[src/rtl/core/nand_page_read_sequencer_top_defines.svh]
// Assertion macros used by the NAND page read sequencer back end.
`ifndef NAND_PAGE_READ_SEQUENCER_TOP_DEFINES_SVH
`define NAND_PAGE_READ_SEQUENCER_TOP_DEFINES_SVH

// Same-cycle implication, checked on every rising edge outside reset.
`define NPRS_ASSERT_IMPL(label, clk, rst_n, ante, cons) \
    label: assert property (@(posedge clk) disable iff (!rst_n) (ante) |-> (cons)) \
        else $error("nprs: same-cycle check failed");

// Next-cycle implication, checked on every rising edge outside reset.
`define NPRS_ASSERT_NEXT(label, clk, rst_n, ante, cons) \
    label: assert property (@(posedge clk) disable iff (!rst_n) (ante) |=> (cons)) \
        else $error("nprs: next-cycle check failed");

`endif

[src/rtl/core/nprs_pkg.sv]
// Types, codes and constants of the NAND page read sequencer.
package nprs_pkg;

    // Defaults of the top level parameters.
    localparam int unsigned ROW_ADDR_BITS_DEF = 24;
    localparam int unsigned QUEUE_DEPTH_DEF   = 2;

    // Main page bytes saturate at this value.
    localparam int unsigned MAX_PAGE_BYTES = 8192;

    // Field widths.
    localparam int unsigned PAGE_NUMBER_W = 24;
    localparam int unsigned OFFSET_W      = 13;
    localparam int unsigned COUNT_W       = 14;
    localparam int unsigned CFG_DATA_W    = 8;
    localparam int unsigned SPARE_SHIFT   = 5;

    // Configuration register indexes.
    localparam logic [1:0] CFG_PAGE_SIZE_LOG2 = 2'd0;
    localparam logic [1:0] CFG_BUS_IS_16BIT   = 2'd1;
    localparam logic [1:0] CFG_CHIP_SIZE_LOG2 = 2'd2;

    // Configuration reset values.
    localparam logic [3:0] PAGE_SIZE_LOG2_RST = 4'd11;
    localparam logic       BUS_IS_16BIT_RST   = 1'b0;
    localparam logic [5:0] CHIP_SIZE_LOG2_RST = 6'd27;

    // Classification thresholds.
    localparam logic [3:0] SMALL_PAGE_LOG2  = 4'd9;
    localparam logic [5:0] SMALL_EXTRA_LOG2 = 6'd25;
    localparam logic [5:0] LARGE_EXTRA_LOG2 = 6'd27;

    // Item kinds.
    localparam logic [1:0] KIND_CMD   = 2'd0;
    localparam logic [1:0] KIND_ADDR  = 2'd1;
    localparam logic [1:0] KIND_WAIT  = 2'd2;
    localparam logic [1:0] KIND_BURST = 2'd3;

    // Flash command bytes.
    localparam logic [7:0] OP_READ0     = 8'h00;
    localparam logic [7:0] OP_READ1     = 8'h01;
    localparam logic [7:0] OP_READOOB   = 8'h50;
    localparam logic [7:0] OP_READSTART = 8'h30;

    // Burst targets.
    localparam logic BUF_PAGE  = 1'b0;
    localparam logic BUF_SPARE = 1'b1;

    // Small page half size in words, used as both count and second offset.
    localparam logic [COUNT_W-1:0]  SMALL_HALF_COUNT  = 14'h100;
    localparam logic [OFFSET_W-1:0] SMALL_HALF_OFFSET = 13'h100;
    localparam logic [COUNT_W-1:0]  SMALL_SPARE_BYTES = 14'h10;

    // How a queued page is to be read.
    typedef struct packed {
        logic               small_page;
        logic               bus_16bit;
        logic               extra_row;
        logic [COUNT_W-1:0] main_count;
        logic [COUNT_W-1:0] spare_count;
    } t_mode;

    // One result word.
    typedef struct packed {
        logic [1:0]          kind;
        logic [7:0]          cbyte;
        logic                buf_sel;
        logic [OFFSET_W-1:0] offset;
        logic [COUNT_W-1:0]  count;
        logic                last;
    } t_item;

    typedef enum logic [3:0] {
        S_IDLE,
        S_CMD,
        S_COL0,
        S_COL1,
        S_ROW0,
        S_ROW1,
        S_ROW2,
        S_START,
        S_WAIT,
        S_BURST_MAIN,
        S_BURST_SPARE
    } t_seq_state;

    typedef enum logic [1:0] {
        PH_READ0,
        PH_READ1,
        PH_OOB
    } t_phase;

endpackage

[src/rtl/core/nprs_queue.sv]
// Short request queue between the classifying front and the sequencing back.
module nprs_queue import nprs_pkg::*; #(
    parameter int unsigned ROW_W = ROW_ADDR_BITS_DEF,
    parameter int unsigned DEPTH = QUEUE_DEPTH_DEF
) (
    input  logic             i_clk,
    input  logic             i_rst_n,
    input  logic             i_push,
    input  logic [ROW_W-1:0] i_row,
    input  t_mode            i_mode,
    output logic             o_full,
    input  logic             i_take,
    output logic             o_valid,
    output logic [ROW_W-1:0] o_row,
    output t_mode            o_mode
);

    localparam int unsigned PTR_W = $clog2(DEPTH);
    localparam int unsigned CNT_W = $clog2(DEPTH + 1);

    logic [ROW_W-1:0] r_row [DEPTH];
    t_mode            r_mode [DEPTH];
    logic [PTR_W-1:0] r_wr_ptr, n_wr_ptr;
    logic [PTR_W-1:0] r_rd_ptr, n_rd_ptr;
    logic [CNT_W-1:0] r_count, n_count;
    logic             do_push;
    logic             do_take;

    assign o_full  = (r_count == CNT_W'(DEPTH));
    assign o_valid = (r_count != '0);
    assign o_row   = r_row[r_rd_ptr];
    assign o_mode  = r_mode[r_rd_ptr];

    assign do_push = i_push && !o_full;
    assign do_take = i_take && o_valid;

    always_comb begin
        n_wr_ptr = r_wr_ptr;
        n_rd_ptr = r_rd_ptr;
        n_count  = r_count;
        if (do_push) begin
            n_wr_ptr = (r_wr_ptr == PTR_W'(DEPTH - 1)) ? '0 : r_wr_ptr + PTR_W'(1);
        end
        if (do_take) begin
            n_rd_ptr = (r_rd_ptr == PTR_W'(DEPTH - 1)) ? '0 : r_rd_ptr + PTR_W'(1);
        end
        if (do_push && !do_take) begin
            n_count = r_count + CNT_W'(1);
        end else if (do_take && !do_push) begin
            n_count = r_count - CNT_W'(1);
        end
    end

    always_ff @(posedge i_clk) begin
        if (!i_rst_n) begin
            r_wr_ptr <= '0;
            r_rd_ptr <= '0;
            r_count  <= '0;
        end else begin
            r_wr_ptr <= n_wr_ptr;
            r_rd_ptr <= n_rd_ptr;
            r_count  <= n_count;
        end
    end

    always_ff @(posedge i_clk) begin
        if (do_push) begin
            r_row[r_wr_ptr]  <= i_row;
            r_mode[r_wr_ptr] <= i_mode;
        end
    end

endmodule

[src/rtl/core/nprs_front.sv]
// Front end: configuration registers and classification of page requests.
module nprs_front import nprs_pkg::*; #(
    parameter int unsigned ROW_W = ROW_ADDR_BITS_DEF
) (
    input  logic                     i_clk,
    input  logic                     i_rst_n,
    input  logic                     i_cfg_valid,
    output logic                     o_cfg_ready,
    input  logic [1:0]               i_cfg_index,
    input  logic [CFG_DATA_W-1:0]    i_cfg_data,
    input  logic                     i_push,
    input  logic                     i_queue_full,
    input  logic [PAGE_NUMBER_W-1:0] i_page_number,
    output logic                     o_job_push,
    output logic [ROW_W-1:0]         o_job_row,
    output t_mode                    o_job_mode
);

    logic [3:0]  r_page_size_log2;
    logic        r_bus_is_16bit;
    logic [5:0]  r_chip_size_log2;
    logic        small_page;
    logic [15:0] page_bytes_raw;
    logic [15:0] page_bytes;
    logic [15:0] spare_bytes;

    assign o_cfg_ready = 1'b1;

    always_ff @(posedge i_clk) begin
        if (!i_rst_n) begin
            r_page_size_log2 <= PAGE_SIZE_LOG2_RST;
            r_bus_is_16bit   <= BUS_IS_16BIT_RST;
            r_chip_size_log2 <= CHIP_SIZE_LOG2_RST;
        end else if (i_cfg_valid) begin
            case (i_cfg_index)
                CFG_PAGE_SIZE_LOG2: r_page_size_log2 <= i_cfg_data[3:0];
                CFG_BUS_IS_16BIT:   r_bus_is_16bit   <= i_cfg_data[0];
                CFG_CHIP_SIZE_LOG2: r_chip_size_log2 <= i_cfg_data[5:0];
                default: begin
                end
            endcase
        end
    end

    // Page bytes are a power of two clipped to the largest supported page.
    assign small_page     = (r_page_size_log2 <= SMALL_PAGE_LOG2);
    assign page_bytes_raw = 16'(1) << r_page_size_log2;
    assign page_bytes     = (page_bytes_raw > 16'(MAX_PAGE_BYTES)) ?
                            16'(MAX_PAGE_BYTES) : page_bytes_raw;
    assign spare_bytes    = page_bytes >> SPARE_SHIFT;

    always_comb begin
        o_job_mode.small_page = small_page;
        o_job_mode.bus_16bit  = r_bus_is_16bit;
        if (small_page) begin
            o_job_mode.extra_row   = (r_chip_size_log2 > SMALL_EXTRA_LOG2);
            o_job_mode.main_count  = SMALL_HALF_COUNT;
            o_job_mode.spare_count = SMALL_SPARE_BYTES >> r_bus_is_16bit;
        end else begin
            o_job_mode.extra_row   = (r_chip_size_log2 > LARGE_EXTRA_LOG2);
            o_job_mode.main_count  = COUNT_W'(page_bytes >> r_bus_is_16bit);
            o_job_mode.spare_count = COUNT_W'(spare_bytes >> r_bus_is_16bit);
        end
    end

    assign o_job_push = i_push && !i_queue_full;
    assign o_job_row  = i_page_number[ROW_W-1:0];

endmodule

[src/rtl/core/nprs_back.sv]
// Back end: bus cycle sequencer with a registered result stage.
`include "nand_page_read_sequencer_top_defines.svh"

module nprs_back import nprs_pkg::*; #(
    parameter int unsigned ROW_W = ROW_ADDR_BITS_DEF
) (
    input  logic                i_clk,
    input  logic                i_rst_n,
    input  logic                i_job_valid,
    input  logic [ROW_W-1:0]    i_job_row,
    input  t_mode               i_job_mode,
    output logic                o_job_take,
    input  logic                i_pop,
    output logic                o_empty,
    output logic [1:0]          o_cycle_kind,
    output logic [7:0]          o_cycle_byte,
    output logic                o_buffer_select,
    output logic [OFFSET_W-1:0] o_word_offset,
    output logic [COUNT_W-1:0]  o_word_count,
    output logic                o_last_cycle
);

    t_seq_state       r_state, n_state;
    t_phase           r_phase, n_phase;
    t_mode            r_mode;
    logic [ROW_W-1:0] r_row;
    logic             r_out_valid;
    t_item            r_out;
    t_item            item;
    logic [23:0]      row_ext;
    logic             advance;
    logic             load;

    assign advance    = (r_state != S_IDLE) && (!r_out_valid || i_pop);
    assign load       = i_job_valid &&
                        ((r_state == S_IDLE) || ((r_state == S_BURST_SPARE) && advance));
    assign o_job_take = load;
    assign row_ext    = 24'(r_row);

    always_comb begin
        n_state = r_state;
        n_phase = r_phase;
        if (load) begin
            n_state = S_CMD;
            n_phase = PH_READ0;
        end else if (advance) begin
            case (r_state)
                S_CMD:  n_state = S_COL0;
                S_COL0: n_state = r_mode.small_page ? S_ROW0 : S_COL1;
                S_COL1: n_state = S_ROW0;
                S_ROW0: n_state = S_ROW1;
                S_ROW1: begin
                    if (r_mode.extra_row) begin
                        n_state = S_ROW2;
                    end else begin
                        n_state = r_mode.small_page ? S_WAIT : S_START;
                    end
                end
                S_ROW2:  n_state = r_mode.small_page ? S_WAIT : S_START;
                S_START: n_state = S_WAIT;
                S_WAIT: begin
                    n_state = (r_mode.small_page && (r_phase == PH_OOB)) ?
                              S_BURST_SPARE : S_BURST_MAIN;
                end
                S_BURST_MAIN: begin
                    if (r_mode.small_page) begin
                        n_state = S_CMD;
                        n_phase = ((r_phase == PH_READ0) && !r_mode.bus_16bit) ?
                                  PH_READ1 : PH_OOB;
                    end else begin
                        n_state = S_BURST_SPARE;
                    end
                end
                S_BURST_SPARE: n_state = S_IDLE;
                default:       n_state = S_IDLE;
            endcase
        end
    end

    always_comb begin
        item = '0;
        case (r_state)
            S_CMD: begin
                item.kind = KIND_CMD;
                case (r_phase)
                    PH_READ1: item.cbyte = OP_READ1;
                    PH_OOB:   item.cbyte = OP_READOOB;
                    default:  item.cbyte = OP_READ0;
                endcase
            end
            S_COL0, S_COL1: item.kind = KIND_ADDR;
            S_ROW0: begin
                item.kind  = KIND_ADDR;
                item.cbyte = row_ext[7:0];
            end
            S_ROW1: begin
                item.kind  = KIND_ADDR;
                item.cbyte = row_ext[15:8];
            end
            S_ROW2: begin
                item.kind  = KIND_ADDR;
                item.cbyte = row_ext[23:16];
            end
            S_START: begin
                item.kind  = KIND_CMD;
                item.cbyte = OP_READSTART;
            end
            S_WAIT: item.kind = KIND_WAIT;
            S_BURST_MAIN: begin
                item.kind    = KIND_BURST;
                item.buf_sel = BUF_PAGE;
                item.offset  = (r_phase == PH_READ1) ? SMALL_HALF_OFFSET : '0;
                item.count   = r_mode.main_count;
            end
            S_BURST_SPARE: begin
                item.kind    = KIND_BURST;
                item.buf_sel = BUF_SPARE;
                item.count   = r_mode.spare_count;
                item.last    = 1'b1;
            end
            default: item = '0;
        endcase
    end

    always_ff @(posedge i_clk) begin
        if (!i_rst_n) begin
            r_state     <= S_IDLE;
            r_phase     <= PH_READ0;
            r_out_valid <= 1'b0;
        end else begin
            r_state <= n_state;
            r_phase <= n_phase;
            if (advance) begin
                r_out_valid <= 1'b1;
            end else if (i_pop) begin
                r_out_valid <= 1'b0;
            end
        end
    end

    always_ff @(posedge i_clk) begin
        if (load) begin
            r_mode <= i_job_mode;
            r_row  <= i_job_row;
        end
        if (advance) begin
            r_out <= item;
        end
    end

    assign o_empty         = !r_out_valid;
    assign o_cycle_kind    = r_out.kind;
    assign o_cycle_byte    = r_out.cbyte;
    assign o_buffer_select = r_out.buf_sel;
    assign o_word_offset   = r_out.offset;
    assign o_word_count    = r_out.count;
    assign o_last_cycle    = r_out.last;

    `NPRS_ASSERT_NEXT(a_last_after_spare, i_clk, i_rst_n, (r_state == S_BURST_SPARE) && advance, r_out_valid && r_out.last)
    `NPRS_ASSERT_IMPL(a_col1_large_only, i_clk, i_rst_n, r_state == S_COL1, !r_mode.small_page)
    `NPRS_ASSERT_IMPL(a_row2_extra_only, i_clk, i_rst_n, r_state == S_ROW2, r_mode.extra_row)
    `NPRS_ASSERT_IMPL(a_read1_small_8bit, i_clk, i_rst_n, (r_phase == PH_READ1) && (r_state != S_IDLE), r_mode.small_page && !r_mode.bus_16bit)

endmodule

[src/rtl/core/nand_page_read_sequencer_top.sv]
// Top level of the NAND page read sequencer.
//
// Each page number pushed in becomes the complete list of NAND bus cycles that
// reads that page: command bytes, address bytes, wait-for-ready markers and
// read burst descriptors (target buffer, first word, word count), one result
// word per cycle while pop is held high, the final word of a page flagged by
// last_cycle. A large page gives 9 or 10 words (READ0, two column bytes, two or
// three row bytes, READSTART, wait, main burst, spare burst of page/32 bytes).
// A small page of 512 bytes gives two or three phases of 6 or 7 words each
// (READ0, READ1 on an 8-bit bus only, READOOB), so 12 to 21 words. The first
// word of a page passes the request queue, the sequencer state register and
// the result register before it appears on the result ports, and the next
// page starts in the cycle after the last word of the previous one. A
// two-entry request queue in front of the sequencer keeps accepting pages while
// a sequence is running; full rises only when that queue holds two pending
// pages. Configuration is sampled when a page is pushed and must be written
// only while the block is idle; the write channel is always ready.
module nand_page_read_sequencer_top import nprs_pkg::*; #(
    parameter int unsigned ROW_ADDR_BITS = ROW_ADDR_BITS_DEF,
    parameter int unsigned QUEUE_DEPTH   = QUEUE_DEPTH_DEF
) (
    input  logic                     i_clk,
    input  logic                     i_rst_n,
    // Configuration write channel.
    input  logic                     i_cfg_valid,
    output logic                     o_cfg_ready,
    input  logic [1:0]               i_cfg_index,
    input  logic [CFG_DATA_W-1:0]    i_cfg_data,
    // Page request side.
    input  logic                     push,
    output logic                     full,
    input  logic [PAGE_NUMBER_W-1:0] i_page_number,
    // Result side.
    output logic                     empty,
    input  logic                     pop,
    output logic [1:0]               o_cycle_kind,
    output logic [7:0]               o_cycle_byte,
    output logic                     o_buffer_select,
    output logic [OFFSET_W-1:0]      o_word_offset,
    output logic [COUNT_W-1:0]       o_word_count,
    output logic                     o_last_cycle
);

    // Classified request entering the queue.
    logic                     front_push;
    logic [ROW_ADDR_BITS-1:0] front_row;
    t_mode                    front_mode;

    // Oldest pending request leaving the queue.
    logic                     job_valid;
    logic                     job_take;
    logic [ROW_ADDR_BITS-1:0] job_row;
    t_mode                    job_mode;

    // The front masks the row and works out the burst sizes and whether the
    // extra row byte is needed, using the configuration at push time.
    nprs_front #(
        .ROW_W (ROW_ADDR_BITS)
    ) u_front (
        .i_clk         (i_clk),
        .i_rst_n       (i_rst_n),
        .i_cfg_valid   (i_cfg_valid),
        .o_cfg_ready   (o_cfg_ready),
        .i_cfg_index   (i_cfg_index),
        .i_cfg_data    (i_cfg_data),
        .i_push        (push),
        .i_queue_full  (full),
        .i_page_number (i_page_number),
        .o_job_push    (front_push),
        .o_job_row     (front_row),
        .o_job_mode    (front_mode)
    );

    // The queue decouples request acceptance from sequence generation.
    nprs_queue #(
        .ROW_W (ROW_ADDR_BITS),
        .DEPTH (QUEUE_DEPTH)
    ) u_queue (
        .i_clk   (i_clk),
        .i_rst_n (i_rst_n),
        .i_push  (front_push),
        .i_row   (front_row),
        .i_mode  (front_mode),
        .o_full  (full),
        .i_take  (job_take),
        .o_valid (job_valid),
        .o_row   (job_row),
        .o_mode  (job_mode)
    );

    // The back walks the bus cycle list of one page at a time into a
    // registered result stage that stalls only on the result side.
    nprs_back #(
        .ROW_W (ROW_ADDR_BITS)
    ) u_back (
        .i_clk           (i_clk),
        .i_rst_n         (i_rst_n),
        .i_job_valid     (job_valid),
        .i_job_row       (job_row),
        .i_job_mode      (job_mode),
        .o_job_take      (job_take),
        .i_pop           (pop),
        .o_empty         (empty),
        .o_cycle_kind    (o_cycle_kind),
        .o_cycle_byte    (o_cycle_byte),
        .o_buffer_select (o_buffer_select),
        .o_word_offset   (o_word_offset),
        .o_word_count    (o_word_count),
        .o_last_cycle    (o_last_cycle)
    );

endmodule

[config.mk]
export PLATFORM = sky130hd
export DESIGN_NAME = nand_page_read_sequencer_top
export DESIGN_NICKNAME = d
export VERILOG_FILES = /design/src/rtl/core/nprs_pkg.sv /design/src/rtl/core/nprs_queue.sv /design/src/rtl/core/nprs_front.sv /design/src/rtl/core/nprs_back.sv /design/src/rtl/core/nand_page_read_sequencer_top.sv
export VERILOG_INCLUDE_DIRS = /design/src /design/src/rtl/core
export SDC_FILE = /design/constraint.sdc
export NUM_CORES = 1
export LEC_CHECK = 0
export BUFFER_PORTS_ARGS = -buffer_cell sky130_fd_sc_hd__buf_4
export CAP_MARGIN = 20
export CORE_UTILIZATION = 53
export CTS_CLUSTER_DIAMETER = 50
export DETAILED_ROUTE_END_ITERATION = 12
export PLACE_DENSITY = 0.72
export SYNTH_ARGS = -nofsm -noshare
export SYNTH_HDL_FRONTEND = slang
export SYNTH_HIERARCHICAL = 1
export SYNTH_SLANG_ARGS = --single-unit
[constraint.sdc]
create_clock -name i_clk -period 4.95 [get_ports i_clk]
set_input_delay 0 -clock i_clk [delete_from_list [all_inputs] [get_ports i_clk]]
set_output_delay 0 -clock i_clk [all_outputs]
set_load 0.05 [all_outputs]
==> results.cfg, run 1 <==
[run_status]
status = completed

[synth]
synthTopCellsByCount = edfxtp_1 (191), buf_4 (58), mux2_2 (57)
synth_cells = 547
async_flop_share_pct = 0
synthFlopType = edfxtp_1
synth_edf_count = 191
seq_area_frac_synth_pct = 70.9
yosysTopAreaCellShare_pct = 65.8
synth_warnings = 6
syn_area_um2 = 8710
ys_seq_elements = 213
yosysUniqueCellTypes = 61
avgSynthCellArea_um2 = 15.9
yosysMostFrequentCell = edfxtp_1
synthTopCellsByArea = edfxtp_1 (66%), mux2_2 (7.4%), dfxtp_1 (5.1%)
yosys.area.top_type = edfxtp_1

[placed_design]
dpl_cell_area_um2 = 9050
dp_hpwl_um = 8300
placedCellCount = 779
place_congestion = 0.835
pre_cts_ws_ns = 2.23
numPortBuffers = 65

[global_route]
gr-max-usage-layer = met2
grt_pass1_vias = 4516
grtUsageMet2_pct = 31.8
grt_pass1_wl_um = 22200
grt_antenna_before_repair = 0
grt_util_met3_pct = 2.71
grtUsageMet1_pct = 20.2
grt_util_all_layers_pct = 17.2
grt_max_degree = 56
grt-ovfl-total = 0

[timing]
tightest_slew_ns = 0.966
finalCritPeriodShare_pct = 54.2
rsz0062_at_grt = no
max_freq_mhz = 373
fin_ws_ns = 2.27
fin_setup_tns_ns = 0
maxSlewHeadroom_pct = 35.3
setup_viol_count_final = 0
period_needed_ns = 2.68
hold_viol = 0
final_max_slew_viol_count = 0
finalClockSkew_ns = 0.00872

[setup_path]
setup.worst_path.start_class = flip-flop
timing.rr.start = u_queue/r_count[0]
crit_arrival_ns = 2.81
crit_type = flip-flop to flip-flop
critPathLaunch = u_queue/r_count[0]
end_kind = flip-flop
worstPathRequired_ns = 5.07
cp_max_fo = 42

[cells_and_area]
final_nets = 670
drive_gt1_share_pct = 27.9
num-fill-cells = 1128
n_antenna_cell = 0
fin_cells = 861
postLayoutCellArea_um2 = 10200
area_growth_pct = 16.8

[flow_run]
maxCapViolations = 0

[route]
vias = 4436
drc_errors = 0
ant_nets = 0
first_pass_iters = 4
drt-initial-drc-count = 261
via_per_inst = 5.15
routedWlPerCell_um = 16.0
wl_um = 13800

[power]
p_leak_nw = 3.59
cellPowerDensity_nw_per_um2 = 549
ir_worst_vdd_v = 0.000299

[clock_network]
htreeDepth = 1
numCtsBuffers = 23
clock-sinks = 213
clockBufferDepth = 3
root_buffer = clkbuf_16
tritoncts = done
path_clk_slew_ns = 0.06
clk_latency_ns = 0.49
cts-resized-gates = 0
post_cts_buffers = 0

[floorplan]
io_pins = 81
core-area_um2 = 15900
die_area_um2 = 17000
die_h_um = 130
num_rows = 46
start_util_pct = 54.7
die_w_um = 130

[min_path]
min_from = i_cfg_index[1]
hold_class = input port to flip-flop
-- area by class of cell --
class | count | area [um2] | share of cell area [%]
Clock buffer | 29 | 598 | 5.88
Clock inverter | 11 | 110 | 1.08
Inverter | 6 | 22.5 | 0.221
Multi-Input combinational cell | 272 | 2040 | 20.0
Sequential cell | 213 | 6180 | 60.7
Tap cell | 216 | 270 | 2.66
Timing Repair Buffer | 114 | 961 | 9.44
-- critical path, cell delays in order (launching register included) --
cell and delay, ns:
dfxtp_1 0.41, nand2b_1 0.19, inv_2 0.08, nor2b_1 0.19
inv_1 0.12, nor3_4 0.66, buf_4 0.64
-- worst paths after layout --
kind,to,slack [ns],cells after the start
worst min register to register,u_front/r_chip_size_log2[2],0.48,2
worst min-delay path,u_front/r_chip_size_log2[3],0.02,3
worst max-delay path,u_queue/r_mode[0][13],2.27,6
worst max register to register,u_queue/r_mode[0][13],2.27,6
-- power breakdown --
group          leakage, nW  total [mW]  switching [mW]  internal, mW
Clock                0.345        1.58           0.618         0.959
Combinational         1.27        1.28           0.837         0.441
Sequential            1.98        2.73           0.143          2.59
-- flip-flops by register name, summed over array words and instances, names as in the netlist, named ones only --
name and count:
u_front/r_bus_is_16bit 1, u_queue/r_rd_ptr 1, u_queue/r_wr_ptr 1, u_back/r_phase 2, u_queue/r_count 2, u_queue/r_row 48, u_back/o_word_count 14, u_back/o_last_cycle 1
u_back/o_word_offset 1, u_back/r_state 4, u_front/r_chip_size_log2 5, u_back/r_mode 31, u_queue/r_mode 62, u_front/r_page_size_log2 4, u_back/r_row 24, u_back/r_out_valid 1
u_back/o_cycle_byte 8, u_back/o_cycle_kind 2
-- through the flow --
stage | hold slack [ns] | total power, mW | util [%]
finish | 0.0236 | 5.58 | 63.8
global route | 0.0425 | 5.84 | 63.8
CTS | 0.00595 | 5.66 | 63.8
detailed placement | 0.189 | 4.04 | 56.7
global placement | 0.186 | 3.99 | 56.7
floorplan | 0.118 | 3.73 | -
-- metal layers --
layer / vias to the layer above / wire length [um] / share of wire, %
met3: 20 / 433 / 3.1
met5: - / 0 / 0
met2: 77 / 7400 / 54
met4: 0 / 238 / 1.7
li1: 2142 / - / -
met1: 2197 / 5740 / 42
-- kinds of logic (layout without fill, tap and decap cells) --
| kind of cell | count (synthesis) | count (layout) | synth area share [%] |
|---|---|---|---|
| other | 3 | 29 | 0.129 |
| XOR/XNOR | 4 | 4 | 0.402 |
| buffers and inverters | 88 | 160 | 7.09 |
| adder cells (fa/ha/maj) | 1 | 1 | 0.144 |
| AO/OA/AOI/OAI | 67 | 67 | 5.48 |
| AND/OR/NAND/NOR | 98 | 98 | 6.68 |
| flip-flops | 213 | 213 | 70.9 |
| multiplexers | 73 | 73 | 9.20 |
-- placed cells by master (no fill, tap or decap), types with 13 or more instances in the layout --
master,n
dfxtp_1,21
buf_4,72
conb_1,29
mux2i_1,16
mux2_2,57
nor2_1,21
a22o_1,14
dlygate4sd3_1,42
a21oi_1,13
edfxtp_1,191
clkbuf_16,23
nand2_1,17
nor2b_1,13
-- repair_timing --
action | in CTS | in global routing
hold buffers | 42 | 0
hold endpoints to repair | 67 | 0
setup endpoints to repair | 0 | 0
Power figures use the tool's default switching activity.
==> inputs of run 2 (changes only) <==
Settings changed: ABC_AREA from default to 1.
Clock period 4.95 ns to 2.57 ns, I/O delays scaled along.
==> results.cfg, run 2 <==
[power]
cellPowerDensity_nw_per_um2 = 1030
p_leak_nw = 4.05
ir_worst_vdd_v = 0.000509

[timing]
fin_setup_tns_ns = 0
finalCritPeriodShare_pct = 94.5
tightest_slew_ns = 0.584
max_freq_mhz = 412
rsz0062_at_grt = no
period_needed_ns = 2.43
finalClockSkew_ns = 0.00602
setup_viol_count_final = 0
whs_ns = 0.0537
maxSlewHeadroom_pct = 61.0
final_max_slew_viol_count = 0
hold_viol = 0

[synth]
seq_area_frac_synth_pct = 69.6
synth_compound_gate_area_share_pct = 3.23
synthFlopType = edfxtp_1
synth_xor_area_share_pct = 0
synthTopCellsByCount = edfxtp_1 (191), nand2_1 (91), buf_4 (58)
synthTopCellsByArea = edfxtp_1 (65%), mux2_4 (8.5%), dfxtp_1 (5.0%)
synth_cells = 608
yosysTopAreaCellShare_pct = 64.7
synth_edf_count = 191
synth_warnings = 6
yosysMostFrequentCell = edfxtp_1
synth_top_family_by_area = simple AND/OR/NAND/NOR gates
synthSimpleGateAreaFrac_pct = 9.57
yosysUniqueCellTypes = 35
async_flop_share_pct = 0
syn_area_um2 = 8870
ys_seq_elements = 213
yosys.area.top_type = edfxtp_1
synth-adder-area-share_pct = 0.141
synthMuxAreaShare_pct = 9.10
avgSynthCellArea_um2 = 14.6

[clock_network]
tritoncts = done
clockBufferDepth = 3
root_buffer = clkbuf_16
clock-sinks = 213
htreeDepth = 1
numCtsBuffers = 22
path_clk_slew_ns = 0.06
cts-resized-gates = 0
hold_buffers = 54
post_cts_buffers = 0
clk_latency_ns = 0.49

[route]
vias = 4778
wl_um = 14500
drt-initial-drc-count = 292
drc_errors = 0
via_per_inst = 5.03
first_pass_iters = 7
routedWlPerCell_um = 15.2
ant_nets = 0

[cells_and_area]
final_nets = 758
final_cell_mix = edfxtp_1 (191), nand2_1 (91), buf_4 (73), dlygate4sd3_1 (54), mux2_4 (50)
top_register = u_queue/r_mode
final_common_cell = edfxtp_1
num-fill-cells = 1148
reg_top3 = u_queue/r_mode x62, u_queue/r_row x48, u_back/r_mode x31
n_antenna_cell = 0
drive_gt1_share_pct = 24.4
area_growth_pct = 18.0
largest_reg_flops = 62

[floorplan]
start_util_pct = 55.0
die_area_um2 = 17300
io_pins = 81
num_rows = 46
core-area_um2 = 16100
die_w_um = 131
die_h_um = 131

[setup_path]
crit_arrival_ns = 2.85
crit_family = buffers and inverters
crit_type = input port to flip-flop
worstPathRequired_ns = 3.00
critical-path-slowest-cell = dlygate4sd3_1
crit_chain = dlygate4sd3_1 -> buf_4 -> nor2_4 -> dlygate4sd3_1 -> nand2_2 -> nand2_1 -> nand2_1 -> dlygate4sd3_1 -> nor2_1 -> dlygate4sd3_1
end_kind = flip-flop
critical_path.max_stage_delay_ns = 0.62
setup.worst_path.start_class = input port
cp_common_cell = dlygate4sd3_1
cp_max_fo = 6
worst-path-buf-inv = 5

[global_route]
grt_pass1_vias = 4921
grt_util_all_layers_pct = 17.3
grt_antenna_before_repair = 0
grt_max_degree = 41
grt-ovfl-total = 0
grt_pass1_wl_um = 23800

[min_path]
hold_class = input port to flip-flop

[placed_design]
numPortBuffers = 65
dp_hpwl_um = 9020
place_congestion = 0.893

[flow_run]
maxCapViolations = 0

[run_status]
status = completed
-- run 2: cell type report --
| cell class | count | area [um2] | area share [%] |
|---|---|---|---|
| flip-flops and latches | 213 | 6180 | 59.1 |
| inverters | 40 | 154 | 1.47 |
| well taps | 216 | 270 | 2.58 |
| clock inverters | 8 | 40.0 | 0.383 |
| multi-input cells | 313 | 2090 | 19.9 |
| repair buffers | 128 | 1110 | 10.6 |
| clock buffers | 31 | 626 | 5.98 |
-- run 2: per-stage QoR --
step	std cells	util (%)	instance area [um2]	power (mW)	setup WS, ns
2_1_floorplan	634	-	8980	7.42	-0.187
3_3_place_gp	856	57.4	9260	7.84	0.492
3_5_place_dp	856	57.4	9260	7.96	0.381
4_1_cts	949	64.9	10500	10.9	0.210
5_1_grt	949	64.9	10500	11.3	0.0472
6_report	949	64.9	10500	10.8	0.141
-- run 2: routing by layer --
metal	routed length, um	share of wire, %	GRT usage (%)	vias up
li1	-	-	-	2300
met1	5790	40	20.6	2291
met2	7630	53	31.9	159
met3	786	5.4	2.66	28
met4	248	1.7	5.36	0
met5	0	0	0	-
-- run 2: worst reg2reg max path, stage by stage (launching register included) --
cell,delay [ns]
dfxtp_1,0.55
inv_2,0.11
nor2_1,0.15
nand2_1,0.10
o21ai_1,0.16
nand2_1,0.12
clkinvlp_4,0.10
o21a_1,0.16
inv_1,0.06
ha_1,0.31
inv_1,0.10
nand4_1,0.10
nand2_1,0.08
nor2_1,0.04
-- run 2: where the power goes --
part	internal, mW	switching (mW)
registers	5.06	0.370
logic	0.988	1.50
clock network	1.69	1.19
total	7.73	3.07
-- run 2: cell families after synthesis --
| logic type | count (synthesis) |
|---|---|
| AOI/OAI and AO/OA | 41 |
| adders and majority gates | 1 |
| buffers and inverters | 108 |
| DFF | 213 |
| muxes | 55 |
| other | 3 |
| and+or+nand+nor | 187 |
-- run 2: final timing paths --
kind                           from                          end  cells past startpoint  slack (ns)
hold / removal                 push             u_queue/r_wr_ptr                      6        0.05
setup reg to reg  u_back/r_state[1]           u_queue/r_count[1]                     13        0.32
setup / recovery     i_cfg_index[1]  u_front/r_page_size_log2[2]                     10        0.14
hold reg to reg    u_queue/r_rd_ptr             u_queue/r_rd_ptr                      2        0.53
==> inputs of run 3 (changes only) <==
Settings changed: PLACE_DENSITY 0.72 to 0.73, SYNTH_HIERARCHICAL 1 to default.
==> results.cfg, run 3 <==
[run_status]
status = completed

[floorplan]
die_area_um2 = 15300
die_w_um = 124
start_util_pct = 54.0
num_rows = 44
die_h_um = 124
core-area_um2 = 14500
io_pins = 81

[setup_path]
critical_path.max_stage_delay_ns = 0.60
end_kind = flip-flop
setup.worst_path.start_class = input port
cp_max_fo = 7
critical-path-slowest-cell = nor3_1
crit_arrival_ns = 2.73
crit_family = buffers and inverters
crit_type = input port to flip-flop
worstPathRequired_ns = 2.94
worst-path-buf-inv = 5
crit_chain = dlygate4sd3_1 -> buf_4 -> nor3_1 -> inv_1 -> nor2_1 -> dlygate4sd3_1 -> nor2_1 -> dlygate4sd3_1
cp_common_cell = dlygate4sd3_1

[power]
internal-power_mw = 7.07
switching_share_pct = 30.7
total_power_mw = 10.2
cellPowerDensity_nw_per_um2 = 1040
seq_power_share_pct = 48.5
pwr-share-comb_pct = 21.6
p_sw_mw = 3.13
power.share.clock_pct = 29.9
p_leak_nw = 3.93
ir_worst_vdd_v = 0.000552

[route]
via_per_inst = 5.08
ant_nets = 0
vias = 4967
drt-initial-drc-count = 397
first_pass_iters = 5
drc_errors = 0
routedWlPerCell_um = 15.4
wl_um = 15100

[cells_and_area]
reg_top3 = u_queue.r_mode x56, u_queue.r_row x48, u_back.r_mode x28
n_antenna_cell = 0
final_util_pct = 67.6
largest_reg_flops = 56
final_cell_mix = nand2_1 (221), edfxtp_1 (182), buf_4 (69), dlygate4sd3_1 (49), conb_1 (39)
area_growth_pct = 25.1
num-fill-cells = 1030
final_nets = 819
drive_gt1_share_pct = 15.7
top_register = u_queue.r_mode
final_common_cell = nand2_1

[clock_network]
path_clk_slew_ns = 0.06
clockBufferDepth = 3
numCtsBuffers = 21
clk_latency_ns = 0.49
htreeDepth = 1
root_buffer = clkbuf_16
tritoncts = done
clock-sinks = 203
cts-resized-gates = 0

[timing]
fin_setup_tns_ns = 0
tightest_slew_ns = 0.711
hold_viol = 0
max_freq_mhz = 424
setup_viol_count_final = 0
finalCritPeriodShare_pct = 91.8
period_needed_ns = 2.36
finalClockSkew_ns = 0.0104
maxSlewHeadroom_pct = 52.2
final_max_slew_viol_count = 0
rsz0062_at_grt = no

[min_path]
hold_class = input port to flip-flop

[synth]
synthFlopType = edfxtp_1
synthTopCellsByArea = edfxtp_1 (70%), nand2_1 (11%), dfxtp_1 (5.4%)
avgSynthCellArea_um2 = 12.4
ys_seq_elements = 203
synth_edf_count = 182
yosys.area.top_type = edfxtp_1
synth_warnings = 0
seq_area_frac_synth_pct = 75.2
yosysMostFrequentCell = nand2_1
syn_area_um2 = 7820
async_flop_share_pct = 0
yosysTopAreaCellShare_pct = 69.9
yosysUniqueCellTypes = 32
synthTopCellsByCount = nand2_1 (221), edfxtp_1 (182), nor2_1 (39)
synth_cells = 629

[global_route]
grt-ovfl-total = 0
grt_util_all_layers_pct = 21.1
grt_max_degree = 54
grt_util_met3_pct = 2.95
grtUsageMet2_pct = 37.1
grt_antenna_before_repair = 0
gr-max-usage-layer = met2
grt_pass1_vias = 4983
grt_pass1_wl_um = 24100
grtUsageMet1_pct = 26.6

[placed_design]
numPortBuffers = 65
dp_hpwl_um = 8800
place_congestion = 0.878

[flow_run]
maxCapViolations = 0
## run 3: cells by family (layout without fill, tap and decap cells)
logic type | after synthesis | after routing | share of synthesized area (%)
AO/OA/AOI/OAI | 55 | 55 | 4.59
adder cells (fa/ha/maj) | 1 | 1 | 0.160
buffers and inverters | 63 | 191 | 4.01
flip-flops | 203 | 203 | 75.2
other | 2 | 39 | 0.0960
AND/OR/NAND/NOR | 305 | 305 | 15.9
## run 3: routing by layer
metal | up-vias | routed length [um]
li1 | 2407 | -
met5 | - | 0
met4 | 0 | 259
met1 | 2375 | 6360
met2 | 162 | 7620
met3 | 23 | 845
## run 3: stage by stage
stage	cell area (um2)	instances	setup WS [ns]	hold slack, ns
global route	9790	978	0.153	0.112
CTS	9790	978	0.386	0.0618
finish	9790	978	0.211	0.0736
floorplan	7970	666	0.221	0.0989
global placement	8600	891	0.516	0.185
detailed placement	8600	891	0.525	0.189
## run 3: layout make-up
class / count / area [um2] / share of cell area [%]
clock inverter: 8 / 97.6 / 0.997
inverter: 32 / 125 / 1.28
clock buffer: 30 / 599 / 6.12
multi-input combinational: 400 / 1780 / 18.2
sequential: 203 / 5890 / 60.2
timing repair buffer: 121 / 1070 / 10.9
tap: 184 / 230 / 2.35
## run 3: path summary, 6_finish.rpt
| kind | start | end | slack [ns] | cells after the start |
|---|---|---|---|---|
| worst min-delay path | push | u_queue.r_wr_ptr | 0.07 | 6 |
| worst min register to register | u_front.r_chip_size_log2[3] | u_front.r_chip_size_log2[3] | 0.47 | 2 |
| worst max-delay path | i_cfg_index[0] | u_front.r_page_size_log2[2] | 0.21 | 8 |
| worst max register to register | u_back.r_state[1] | u_queue.r_count[1] | 0.46 | 10 |
## run 3: worst register-to-register path, stage by stage (launching register included)
cell,delay (ns)
dfxtp_1,0.49
inv_2,0.10
nor2_2,0.21
nand2_2,0.11
o21ai_2,0.18
nand2_4,0.11
ha_1,0.33
a21oi_1,0.12
o21ai_0,0.11
o21ai_0,0.17
a21oi_1,0.06
## run 3: repair_timing
| item | CTS | global route |
|---|---|---|
| setup buffers | 0 | 0 |
| endpoints found under the hold margin | 69 | 0 |
| hold buffers | 49 | 0 |
## run 3: power by group through the flow
| stage | clock (mW) | sequential (mW) | combinational (mW) |
|---|---|---|---|
| finish | 3.05 | 4.95 | 2.21 |
| global route | 3.23 | 5.02 | 2.43 |
| CTS | 3.08 | 4.95 | 2.22 |
| detailed placement | 0 | 5.01 | 2.16 |
| global placement | 0 | 4.97 | 2.09 |
| floorplan | 0 | 5.25 | 1.20 |
